[src/hw/rtl/rhc_pkg.sv]
package rhc_pkg;

    localparam int CHAN_W    = 8;
    localparam int HUE_W     = 9;
    localparam int HUE_REM_W = 17;   // 60 * 6 * 255 fits in 17 bits
    localparam int SAT_REM_W = 16;   // 255 * 255 fits in 16 bits
    localparam int T_W       = 11;   // offset*delta - diff stays below 6*256

    typedef struct packed {
        logic                 valid;
        logic [HUE_REM_W-1:0] hue_rem;
        logic [CHAN_W-1:0]    hue_den;
        logic [HUE_W-1:0]     hue_q;
        logic [SAT_REM_W-1:0] sat_rem;
        logic [CHAN_W-1:0]    sat_den;
        logic [CHAN_W-1:0]    sat_q;
        logic [CHAN_W-1:0]    bright;
    } t_pipe;

endpackage

[src/hw/rtl/rhc_prep.sv]
module rhc_prep (
    input  logic                       i_clk,
    input  logic                       i_rst_n,
    input  logic                       i_valid,
    input  logic [rhc_pkg::CHAN_W-1:0] i_red,
    input  logic [rhc_pkg::CHAN_W-1:0] i_green,
    input  logic [rhc_pkg::CHAN_W-1:0] i_blue,
    output rhc_pkg::t_pipe             o_pipe
);
    import rhc_pkg::*;

    logic [CHAN_W-1:0]    mx;
    logic [CHAN_W-1:0]    mn;
    logic [CHAN_W-1:0]    delta;
    logic                 grey;
    logic [T_W:0]         t_wide;
    logic [T_W-1:0]       t;
    logic [HUE_REM_W-1:0] hue_num;
    logic [SAT_REM_W-1:0] sat_num;
    t_pipe                n_pipe;
    t_pipe                r_pipe;

    always_comb begin
        mx = i_red;
        if (i_green > mx) mx = i_green;
        if (i_blue > mx)  mx = i_blue;
        mn = i_red;
        if (i_green < mn) mn = i_green;
        if (i_blue < mn)  mn = i_blue;
        delta = mx - mn;
        grey  = (mx == mn);

        // sector offset times delta, minus the channel difference
        if (i_red == mn) begin
            t_wide = {3'b000, delta, 1'b0} + {4'b0000, delta}
                   - {4'b0000, i_green} + {4'b0000, i_blue};
        end else if (i_blue == mn) begin
            t_wide = {4'b0000, delta} - {4'b0000, i_red} + {4'b0000, i_green};
        end else begin
            t_wide = {2'b00, delta, 2'b00} + {4'b0000, delta}
                   - {4'b0000, i_blue} + {4'b0000, i_red};
        end
        t = t_wide[T_W-1:0];

        // 60*t and 255*delta by shift and subtract
        hue_num = {t, 6'b0} - {4'b0000, t, 2'b00};
        sat_num = {delta, 8'b0} - {8'b0, delta};

        n_pipe.valid   = i_valid;
        n_pipe.hue_q   = '0;
        n_pipe.sat_q   = '0;
        n_pipe.bright  = mx;
        // grey: zero numerators over unit divisors give zero quotients
        n_pipe.hue_rem = grey ? '0 : hue_num;
        n_pipe.hue_den = grey ? CHAN_W'(1) : delta;
        n_pipe.sat_rem = grey ? '0 : sat_num;
        n_pipe.sat_den = grey ? CHAN_W'(1) : mx;
    end

    always_ff @(posedge i_clk) begin
        if (!i_rst_n) begin
            r_pipe.valid <= 1'b0;
        end else begin
            r_pipe.valid <= n_pipe.valid;
        end
    end

    always_ff @(posedge i_clk) begin
        r_pipe.hue_rem <= n_pipe.hue_rem;
        r_pipe.hue_den <= n_pipe.hue_den;
        r_pipe.hue_q   <= n_pipe.hue_q;
        r_pipe.sat_rem <= n_pipe.sat_rem;
        r_pipe.sat_den <= n_pipe.sat_den;
        r_pipe.sat_q   <= n_pipe.sat_q;
        r_pipe.bright  <= n_pipe.bright;
    end

    assign o_pipe = r_pipe;

endmodule

[src/hw/rtl/rhc_div_stage.sv]
module rhc_div_stage #(
    parameter int HUE_HI    = 8,
    parameter int HUE_STEPS = 3,
    parameter int SAT_HI    = 7,
    parameter int SAT_STEPS = 3
) (
    input  logic           i_clk,
    input  logic           i_rst_n,
    input  rhc_pkg::t_pipe i_pipe,
    output rhc_pkg::t_pipe o_pipe
);
    import rhc_pkg::*;

    t_pipe n_pipe;
    t_pipe r_pipe;

    // restoring division, HUE_STEPS hue and SAT_STEPS saturation quotient bits per stage
    always_comb begin
        logic [HUE_REM_W-1:0] hue_sh;
        logic [SAT_REM_W-1:0] sat_sh;
        n_pipe = i_pipe;
        for (int k = 0; k < HUE_STEPS; k++) begin
            hue_sh = HUE_REM_W'(i_pipe.hue_den) << (HUE_HI - k);
            if (n_pipe.hue_rem >= hue_sh) begin
                n_pipe.hue_rem = n_pipe.hue_rem - hue_sh;
                n_pipe.hue_q   = {n_pipe.hue_q[HUE_W-2:0], 1'b1};
            end else begin
                n_pipe.hue_q   = {n_pipe.hue_q[HUE_W-2:0], 1'b0};
            end
        end
        for (int k = 0; k < SAT_STEPS; k++) begin
            sat_sh = SAT_REM_W'(i_pipe.sat_den) << (SAT_HI - k);
            if (n_pipe.sat_rem >= sat_sh) begin
                n_pipe.sat_rem = n_pipe.sat_rem - sat_sh;
                n_pipe.sat_q   = {n_pipe.sat_q[CHAN_W-2:0], 1'b1};
            end else begin
                n_pipe.sat_q   = {n_pipe.sat_q[CHAN_W-2:0], 1'b0};
            end
        end
    end

    always_ff @(posedge i_clk) begin
        if (!i_rst_n) begin
            r_pipe.valid <= 1'b0;
        end else begin
            r_pipe.valid <= n_pipe.valid;
        end
    end

    always_ff @(posedge i_clk) begin
        r_pipe.hue_rem <= n_pipe.hue_rem;
        r_pipe.hue_den <= n_pipe.hue_den;
        r_pipe.hue_q   <= n_pipe.hue_q;
        r_pipe.sat_rem <= n_pipe.sat_rem;
        r_pipe.sat_den <= n_pipe.sat_den;
        r_pipe.sat_q   <= n_pipe.sat_q;
        r_pipe.bright  <= n_pipe.bright;
    end

    assign o_pipe = r_pipe;

endmodule

[src/hw/rtl/rgb_to_hsv_converter_core.sv]
// throughput: one pixel per cycle, busy is never raised
// the pipe has 4 stages: channel sort and numerators, then
// three stages of restoring division, 3 hue and up to 3 saturation quotient bits each
// reset: synchronous active-low i_rst_n clears the stage valid bits only
// the receiver cannot stall, each result shows for exactly one cycle
module rgb_to_hsv_converter_core (
    input  logic                       i_clk,
    input  logic                       i_rst_n,
    input  logic                       start,
    output logic                       busy,
    input  logic [rhc_pkg::CHAN_W-1:0] i_red,
    input  logic [rhc_pkg::CHAN_W-1:0] i_green,
    input  logic [rhc_pkg::CHAN_W-1:0] i_blue,
    output logic                       o_valid,
    output logic [rhc_pkg::HUE_W-1:0]  o_hue,
    output logic [rhc_pkg::CHAN_W-1:0] o_saturation,
    output logic [rhc_pkg::CHAN_W-1:0] o_brightness
);
    import rhc_pkg::*;

    t_pipe s1;
    t_pipe s2;
    t_pipe s3;
    t_pipe s4;

    assign busy = 1'b0;

    rhc_prep u_prep (
        .i_clk   (i_clk),
        .i_rst_n (i_rst_n),
        .i_valid (start & ~busy),
        .i_red   (i_red),
        .i_green (i_green),
        .i_blue  (i_blue),
        .o_pipe  (s1)
    );

    rhc_div_stage #(.HUE_HI(8), .HUE_STEPS(3), .SAT_HI(7), .SAT_STEPS(3)) u_div0 (
        .i_clk   (i_clk),
        .i_rst_n (i_rst_n),
        .i_pipe  (s1),
        .o_pipe  (s2)
    );

    rhc_div_stage #(.HUE_HI(5), .HUE_STEPS(3), .SAT_HI(4), .SAT_STEPS(3)) u_div1 (
        .i_clk   (i_clk),
        .i_rst_n (i_rst_n),
        .i_pipe  (s2),
        .o_pipe  (s3)
    );

    rhc_div_stage #(.HUE_HI(2), .HUE_STEPS(3), .SAT_HI(1), .SAT_STEPS(2)) u_div2 (
        .i_clk   (i_clk),
        .i_rst_n (i_rst_n),
        .i_pipe  (s3),
        .o_pipe  (s4)
    );

    assign o_valid      = s4.valid;
    assign o_hue        = s4.hue_q;
    assign o_saturation = s4.sat_q;
    assign o_brightness = s4.bright;

endmodule

[config.mk]
export PLATFORM = sky130hd
export DESIGN_NAME = rgb_to_hsv_converter_core
export DESIGN_NICKNAME = d
export VERILOG_FILES = /design/src/hw/rtl/rhc_pkg.sv /design/src/hw/rtl/rhc_prep.sv /design/src/hw/rtl/rhc_div_stage.sv /design/src/hw/rtl/rgb_to_hsv_converter_core.sv
export SDC_FILE = /design/constraint.sdc
export NUM_CORES = 1
export LEC_CHECK = 0
export ABC_AREA = 0
export BUFFER_PORTS_ARGS = -buffer_cell sky130_fd_sc_hd__buf_4
export CELL_PAD_IN_SITES_DETAIL_PLACEMENT = 0
export CELL_PAD_IN_SITES_GLOBAL_PLACEMENT = 1
export CORE_ASPECT_RATIO = 0.6
export CORE_MARGIN = 8
export CORE_UTILIZATION = 27
export CTS_CLUSTER_DIAMETER = 30
export CTS_CLUSTER_SIZE = 25
export DETAILED_ROUTE_END_ITERATION = 16
export GPL_TIMING_DRIVEN = 0
export PLACE_DENSITY_LB_ADDON = 0.1
export SYNTH_ARGS = -nofsm -noshare
export SYNTH_HDL_FRONTEND = slang
export SYNTH_SLANG_ARGS = --single-unit
[constraint.sdc]
create_clock -name i_clk -period 15.02 [get_ports i_clk]
set_input_delay 3.004 -clock i_clk [delete_from_list [all_inputs] [get_ports i_clk]]
set_output_delay 3.004 -clock i_clk [all_outputs]
set_load 0.01 [all_outputs]
==> out/metrics.cfg, run 1 <==
[outcome]
status = complete, no violations

[synthesis]
yosysWarnings = 0
synthCells = 2092
netlist_top_cells_count = 230 x ha_1, 217 x inv_1, 212 x dfxtp_1, 166 x nor2_1, 127 x o21ai_0
yosys.cell_types.count = 99
synthArstFlopShare = 0
yosysSeqAreaShare = 0.237
dominantRegCellSynth = dfxtp_1
syn_avg_cell_area_um2 = 8.56
synth_fp_nets = 2390
synth_edf_count = 0
yosys.area.top_type = dfxtp_1
synth_area_leaders = dfxtp_1 24%, ha_1 16%, xnor2_1 4.9%
ys_seq_elements = 212
synth_top_area_share = 0.237
syn_area_um2 = 17900
yosysMostFrequentCell = ha_1

[cells_and_area]
antenna_cells = 0
syn_to_final_growth_pct = 18.7
drive_above_1_share = 0.119
nets = 2496

[critical_path]
path_class = input pin to flop
crit_required_ns = 15.50
r2r-start = u_div0.o_pipe[16]
rrSetupSlack_ns = 5.79
crit_buf_inv = 4
endpoint_kind = flop
arrival_ns = 14.61
reg2regPathDepth = 34
cp-endpoint = u_prep.o_pipe[72]
cp_max_fo = 10
critPathMaxStageDelay_ns = 0.96
crit_top_cell = ha_1
worstReg2RegEnd = u_div1.o_pipe[39]
worst_path_dominant_cell_family = compound AO/OA/AOI/OAI gates
cp-start-kind = input pin
crit_cells = 40
slowest_stage = xor2_1
crit_path_start = i_red[7]

[sta]
post-route-period-util = 0.941
fmax_ghz = 0.0708
fin_tns_setup_ns = 0
max_slew_margin = 0.163
rsz0062_at_grt = false
period_needed_ns = 14.13
slew_violations = 0
hold_viol_final = 0
skew_ns = 0.0296
setup_violations = 0
worst_pin_slew_ns = 1.25

[worst_hold_path]
hold_path_class = flop to flop

[cts]
htree_levels = 2
post_cts_buffers = 0
clockBufferDepth = 3
cts_tree = built
cts.sink_count = 212
cts-root-buf = clkbuf_16
insertion_delay_ns = 0.59
cts.clk_slew.worst_paths_ns = 0.05
cts_resized = 0
numCtsBuffers = 51
cts_hold_buf = 0

[flow_run]
maxCapViolations = 0

[floorplan]
rows = 73
die_height_um = 215
core_um2 = 65900
io_pins = 54
dieArea_um2 = 75100
start_util = 0.272
die_w_um = 348

[detailed_routing]
vias = 15000
wl_per_cell_um = 17.7
firstDrtPassIters = 7
drtIter0Drc = 775
postRouteAntennaNets = 0
drc = 0
routed_via_density = 4.77
routed_wl_um = 55400

[global_routing]
first_global_vias = 15000
grt_overflow = 0
grt_start_max_net_pins = 15
grt_antenna_before_repair = 0
grt_usage = 0.146
grt_pass1_wl_um = 87400

[placement]
portBuffers = 52
hpwl_um = 45600
gp_congestion = 0.825

-- routing by layer --
layer | vias up | part of all wire | track usage | wire length [um]
li1 | 7684 | - | - | -
met1 | 6944 | 0.57 | 0.233 | 31700
met2 | 270 | 0.36 | 0.195 | 20200
met3 | 62 | 0.045 | 0.0268 | 2500
met4 | 0 | 0.019 | 0.0363 | 1030
met5 | - | 0 | 0 | 0
-- registers in the layout (all words and copies together) (netlist names) --
name / count
u_prep.o_pipe: 56
u_div1.o_pipe: 68
u_div2.o_pipe: 26
u_div0.o_pipe: 62
-- logic make-up after synthesis --
| kind of cell | synth area share |
|---|---|
| compound gates | 0.188 |
| xor+xnor | 0.0736 |
| fa+ha+maj | 0.207 |
| buf+inv | 0.0530 |
| flops | 0.237 |
| mux | 0.0728 |
| other cells | 0.000209 |
| simple gates | 0.169 |
-- placed cells by master, fill, tap and decap left out, types with 50 or more instances in the layout --
cell type    n
dfxtp_1    212
clkbuf_16   51
mux2_2      67
inv_1      217
nand2_1    116
mux2i_1     50
nor2_1     166
a21o_1      60
ha_1       230
a21oi_1    124
o21ai_0    127
xnor2_1    100
buf_4       53
-- worst min path at each step --
stage | start | to | slack, ns | cells past startpoint
after floorplan | u_prep.o_pipe[0] | u_div0.o_pipe[0] | 0.31 | 0
final | u_div0.o_pipe[0] | u_div1.o_pipe[0] | 0.32 | 0
after CTS | u_div0.o_pipe[0] | u_div1.o_pipe[0] | 0.32 | 0
after global routing | u_div0.o_pipe[0] | u_div1.o_pipe[0] | 0.32 | 0
after global placement | u_div1.o_pipe[44] | u_div2.o_pipe[47] | 0.31 | 0
after detailed placement | u_div1.o_pipe[45] | u_div2.o_pipe[48] | 0.31 | 0
-- per-stage QoR --
step	hold WS, ns	area, um^2	cells	setup slack (ns)	util
finish	0.317	21300	3139	0.887	0.322
global route	0.318	21300	3139	0.0460	0.322
CTS	0.318	21200	3139	0.880	0.322
detailed placement	0.314	19400	3045	0.308	0.295
global placement	0.311	19400	3044	0.197	0.295
floorplan	0.310	17900	2092	2.99	-
-- area by class of cell --
class | count | area, um^2
clock inverter | 34 | 457
inverter | 220 | 826
timing repair buffer | 53 | 402
buffer | 27 | 124
tap | 900 | 1130
clock buffer | 60 | 1350
sequential | 212 | 4240
fill | 6949 | 44700
multi-input combinational | 1633 | 12700
Power of run 1 is left out: the tool's default activity adds up to more than one toggle a clock period on the data nets, which glitch-free logic cannot reach.
==> run 2, diff against run 1 <==
--- a/config.mk
+++ b/config.mk
@@ -19,4 +19,5 @@
 export PLACE_DENSITY_LB_ADDON = 0.1
 export SYNTH_ARGS = -nofsm -noshare
 export SYNTH_HDL_FRONTEND = slang
+export SYNTH_HIERARCHICAL = 1
 export SYNTH_SLANG_ARGS = --single-unit
==> out/metrics.cfg, run 2 <==
[floorplan]
rows = 75  ; was 73
core_um2 = 69700  ; was 65900 um^2
io_pins = 54  ; unchanged
dieArea_um2 = 79200  ; was 75100 um^2
start_util = 0.272  ; about the same
die_height_um = 221  ; was 215 um
die_w_um = 358  ; was 348 um

[cts]
numCtsBuffers = 48  ; was 51
cts.clk_slew.worst_paths_ns = 0.05  ; about the same
htree_levels = 2  ; unchanged
clockBufferDepth = 3  ; unchanged
cts_hold_buf = 0  ; unchanged
post_cts_buffers = 0  ; unchanged
cts-root-buf = clkbuf_16  ; unchanged
cts_resized = 0  ; unchanged
insertion_delay_ns = 0.58  ; was 0.59 ns
cts_tree = built  ; unchanged
cts.sink_count = 216  ; was 212

[critical_path]
cp_max_fo = 10  ; unchanged
cp-start-kind = input pin  ; unchanged
arrival_ns = 13.98  ; was 14.61 ns
endpoint_kind = flop  ; unchanged
r2r-start = u_div0/o_pipe[23]  ; was u_div0.o_pipe[16]
crit_required_ns = 15.48  ; was 15.50 ns
slowest_stage = xnor2_1  ; was xor2_1
path_class = input pin to flop  ; unchanged
crit_top_cell = ha_1  ; unchanged
worstReg2RegEnd = u_div1/o_pipe[33]  ; was u_div1.o_pipe[39]
reg2regPathDepth = 34  ; unchanged
critPathMaxStageDelay_ns = 0.83  ; was 0.96 ns
rrSetupSlack_ns = 5.52  ; was 5.79 ns

[sta]
period_needed_ns = 13.52  ; was 14.13 ns
worst_pin_slew_ns = 1.26  ; was 1.25 ns
max_slew_margin = 0.155  ; was 0.163
slew_violations = 0  ; unchanged
fin_tns_setup_ns = 0  ; unchanged
hold_viol_final = 0  ; unchanged
skew_ns = 0.0247  ; was 0.0296 ns
setup_violations = 0  ; unchanged
post-route-period-util = 0.900  ; was 0.941
fmax_ghz = 0.0739  ; was 0.0708 GHz
rsz0062_at_grt = false  ; unchanged

[placement]
gp_congestion = 0.844  ; was 0.825
placed_cells = 3205  ; was 3045
portBuffers = 52  ; unchanged
hpwl_um = 51000  ; was 45600 um
placed_area_um2 = 20500  ; was 19400 um^2

[outcome]
status = complete, no violations  ; unchanged

[detailed_routing]
drtIter0Drc = 1078  ; was 775
firstDrtPassIters = 5  ; was 7
routed_wl_um = 61200  ; was 55400 um
wl_per_cell_um = 18.5  ; was 17.7 um
drc = 0  ; unchanged
routed_via_density = 4.92  ; was 4.77
postRouteAntennaNets = 0  ; unchanged
vias = 16200  ; was 15000

[global_routing]
grtUsageMet2 = 0.185  ; was 0.195
grt_start_max_net_pins = 14  ; was 15
grt_overflow = 0  ; unchanged
use_met3 = 0.0326  ; was 0.0268
grt_usage = 0.153  ; was 0.146
first_global_vias = 15900  ; was 15000
top_usage_layer = met1  ; unchanged
grt_antenna_before_repair = 0  ; unchanged
met1_usage = 0.260  ; was 0.233
grt_pass1_wl_um = 95700  ; was 87400 um

[flow_run]
maxCapViolations = 0  ; unchanged

[cells_and_area]
layout_commonest_cell = ha_1  ; unchanged
regArea_um2 = 4320  ; was 4240 um^2
nets = 2626  ; was 2496
final_cells = 3297  ; was 3139
syn_to_final_growth_pct = 17.4  ; was 18.7%
drive_above_1_share = 0.133  ; was 0.119
layout_common_cells = 220 x ha_1, 216 x dfxtp_1, 209 x inv_1  ; was 230 x ha_1, 217 x inv_1, 212 x dfxtp_1
nFillCells = 7342  ; was 6949
final_util = 0.319  ; was 0.322
largest_register_ffs = 70  ; was 68
design_area_um2 = 22300  ; was 21300 um^2
multi_input_comb_area_um2 = 13600  ; was 12700 um^2

[synthesis]
synthCells = 2227  ; was 2092
yosysWarnings = 6  ; was 0
syn_area_um2 = 19000  ; was 17900 um^2
syn_avg_cell_area_um2 = 8.51  ; was 8.56 um^2

[worst_hold_path]
hold_path.startpoint = u_div1/o_pipe[40]  ; was u_div0.o_pipe[0]
holdPathStages = 0  ; unchanged
holdPathEnd = u_div2/o_pipe[43]  ; was u_div1.o_pipe[0]
hold_path_class = flop to flop  ; unchanged

[run 2: metrics by stage]
stage          hold slack (ns)  setup slack (ns)
6_report                 0.303              1.50
5_1_grt                  0.311             0.588
4_1_cts                  0.296              1.58
3_5_place_dp             0.312              1.05
3_3_place_gp             0.310              1.09
2_1_floorplan            0.310              3.52
[run 2: worst max path at each step]
| stage | from | endpoint | slack (ns) |
|---|---|---|---|
| floorplan | i_red[5] | u_prep/o_pipe[73] | 3.52 |
| global placement | i_red[5] | u_prep/o_pipe[73] | 1.09 |
| detailed placement | i_red[5] | u_prep/o_pipe[73] | 1.05 |
| CTS | i_red[5] | u_prep/o_pipe[73] | 1.58 |
| global route | i_red[5] | u_prep/o_pipe[73] | 0.59 |
| finish | i_red[6] | u_prep/o_pipe[73] | 1.50 |
[run 2: layer usage]
metal / vias up / share of wire
li1: 8194 / -
met1: 7619 / 0.59
met2: 361 / 0.34
met3: 49 / 0.059
met4: 0 / 0.013
met5: - / 0
[run 2: layout make-up]
| class | instances | area share |
|---|---|---|
| diodes | 3 | 0.000337 |
| well taps | 924 | 0.0519 |
| clock inverters | 38 | 0.0221 |
| repair buffers | 53 | 0.0179 |
| multi-input cells | 1753 | 0.610 |
| inverters | 214 | 0.0362 |
| flip-flops and latches | 216 | 0.194 |
| clock buffers | 51 | 0.0554 |
| plain buffers | 45 | 0.0114 |
[run 2: worst max-delay path: cells and delay by family]
family,cells,cell delay (ns)
XOR/XNOR,2,0.93
buffers and inverters,5,1.47
adder cells (fa/ha/maj),7,2.31
AO/OA/AOI/OAI,13,3.34
multiplexers,4,1.32
AND/OR/NAND/NOR,9,1.61
Power of run 2 is left out for the same reason.
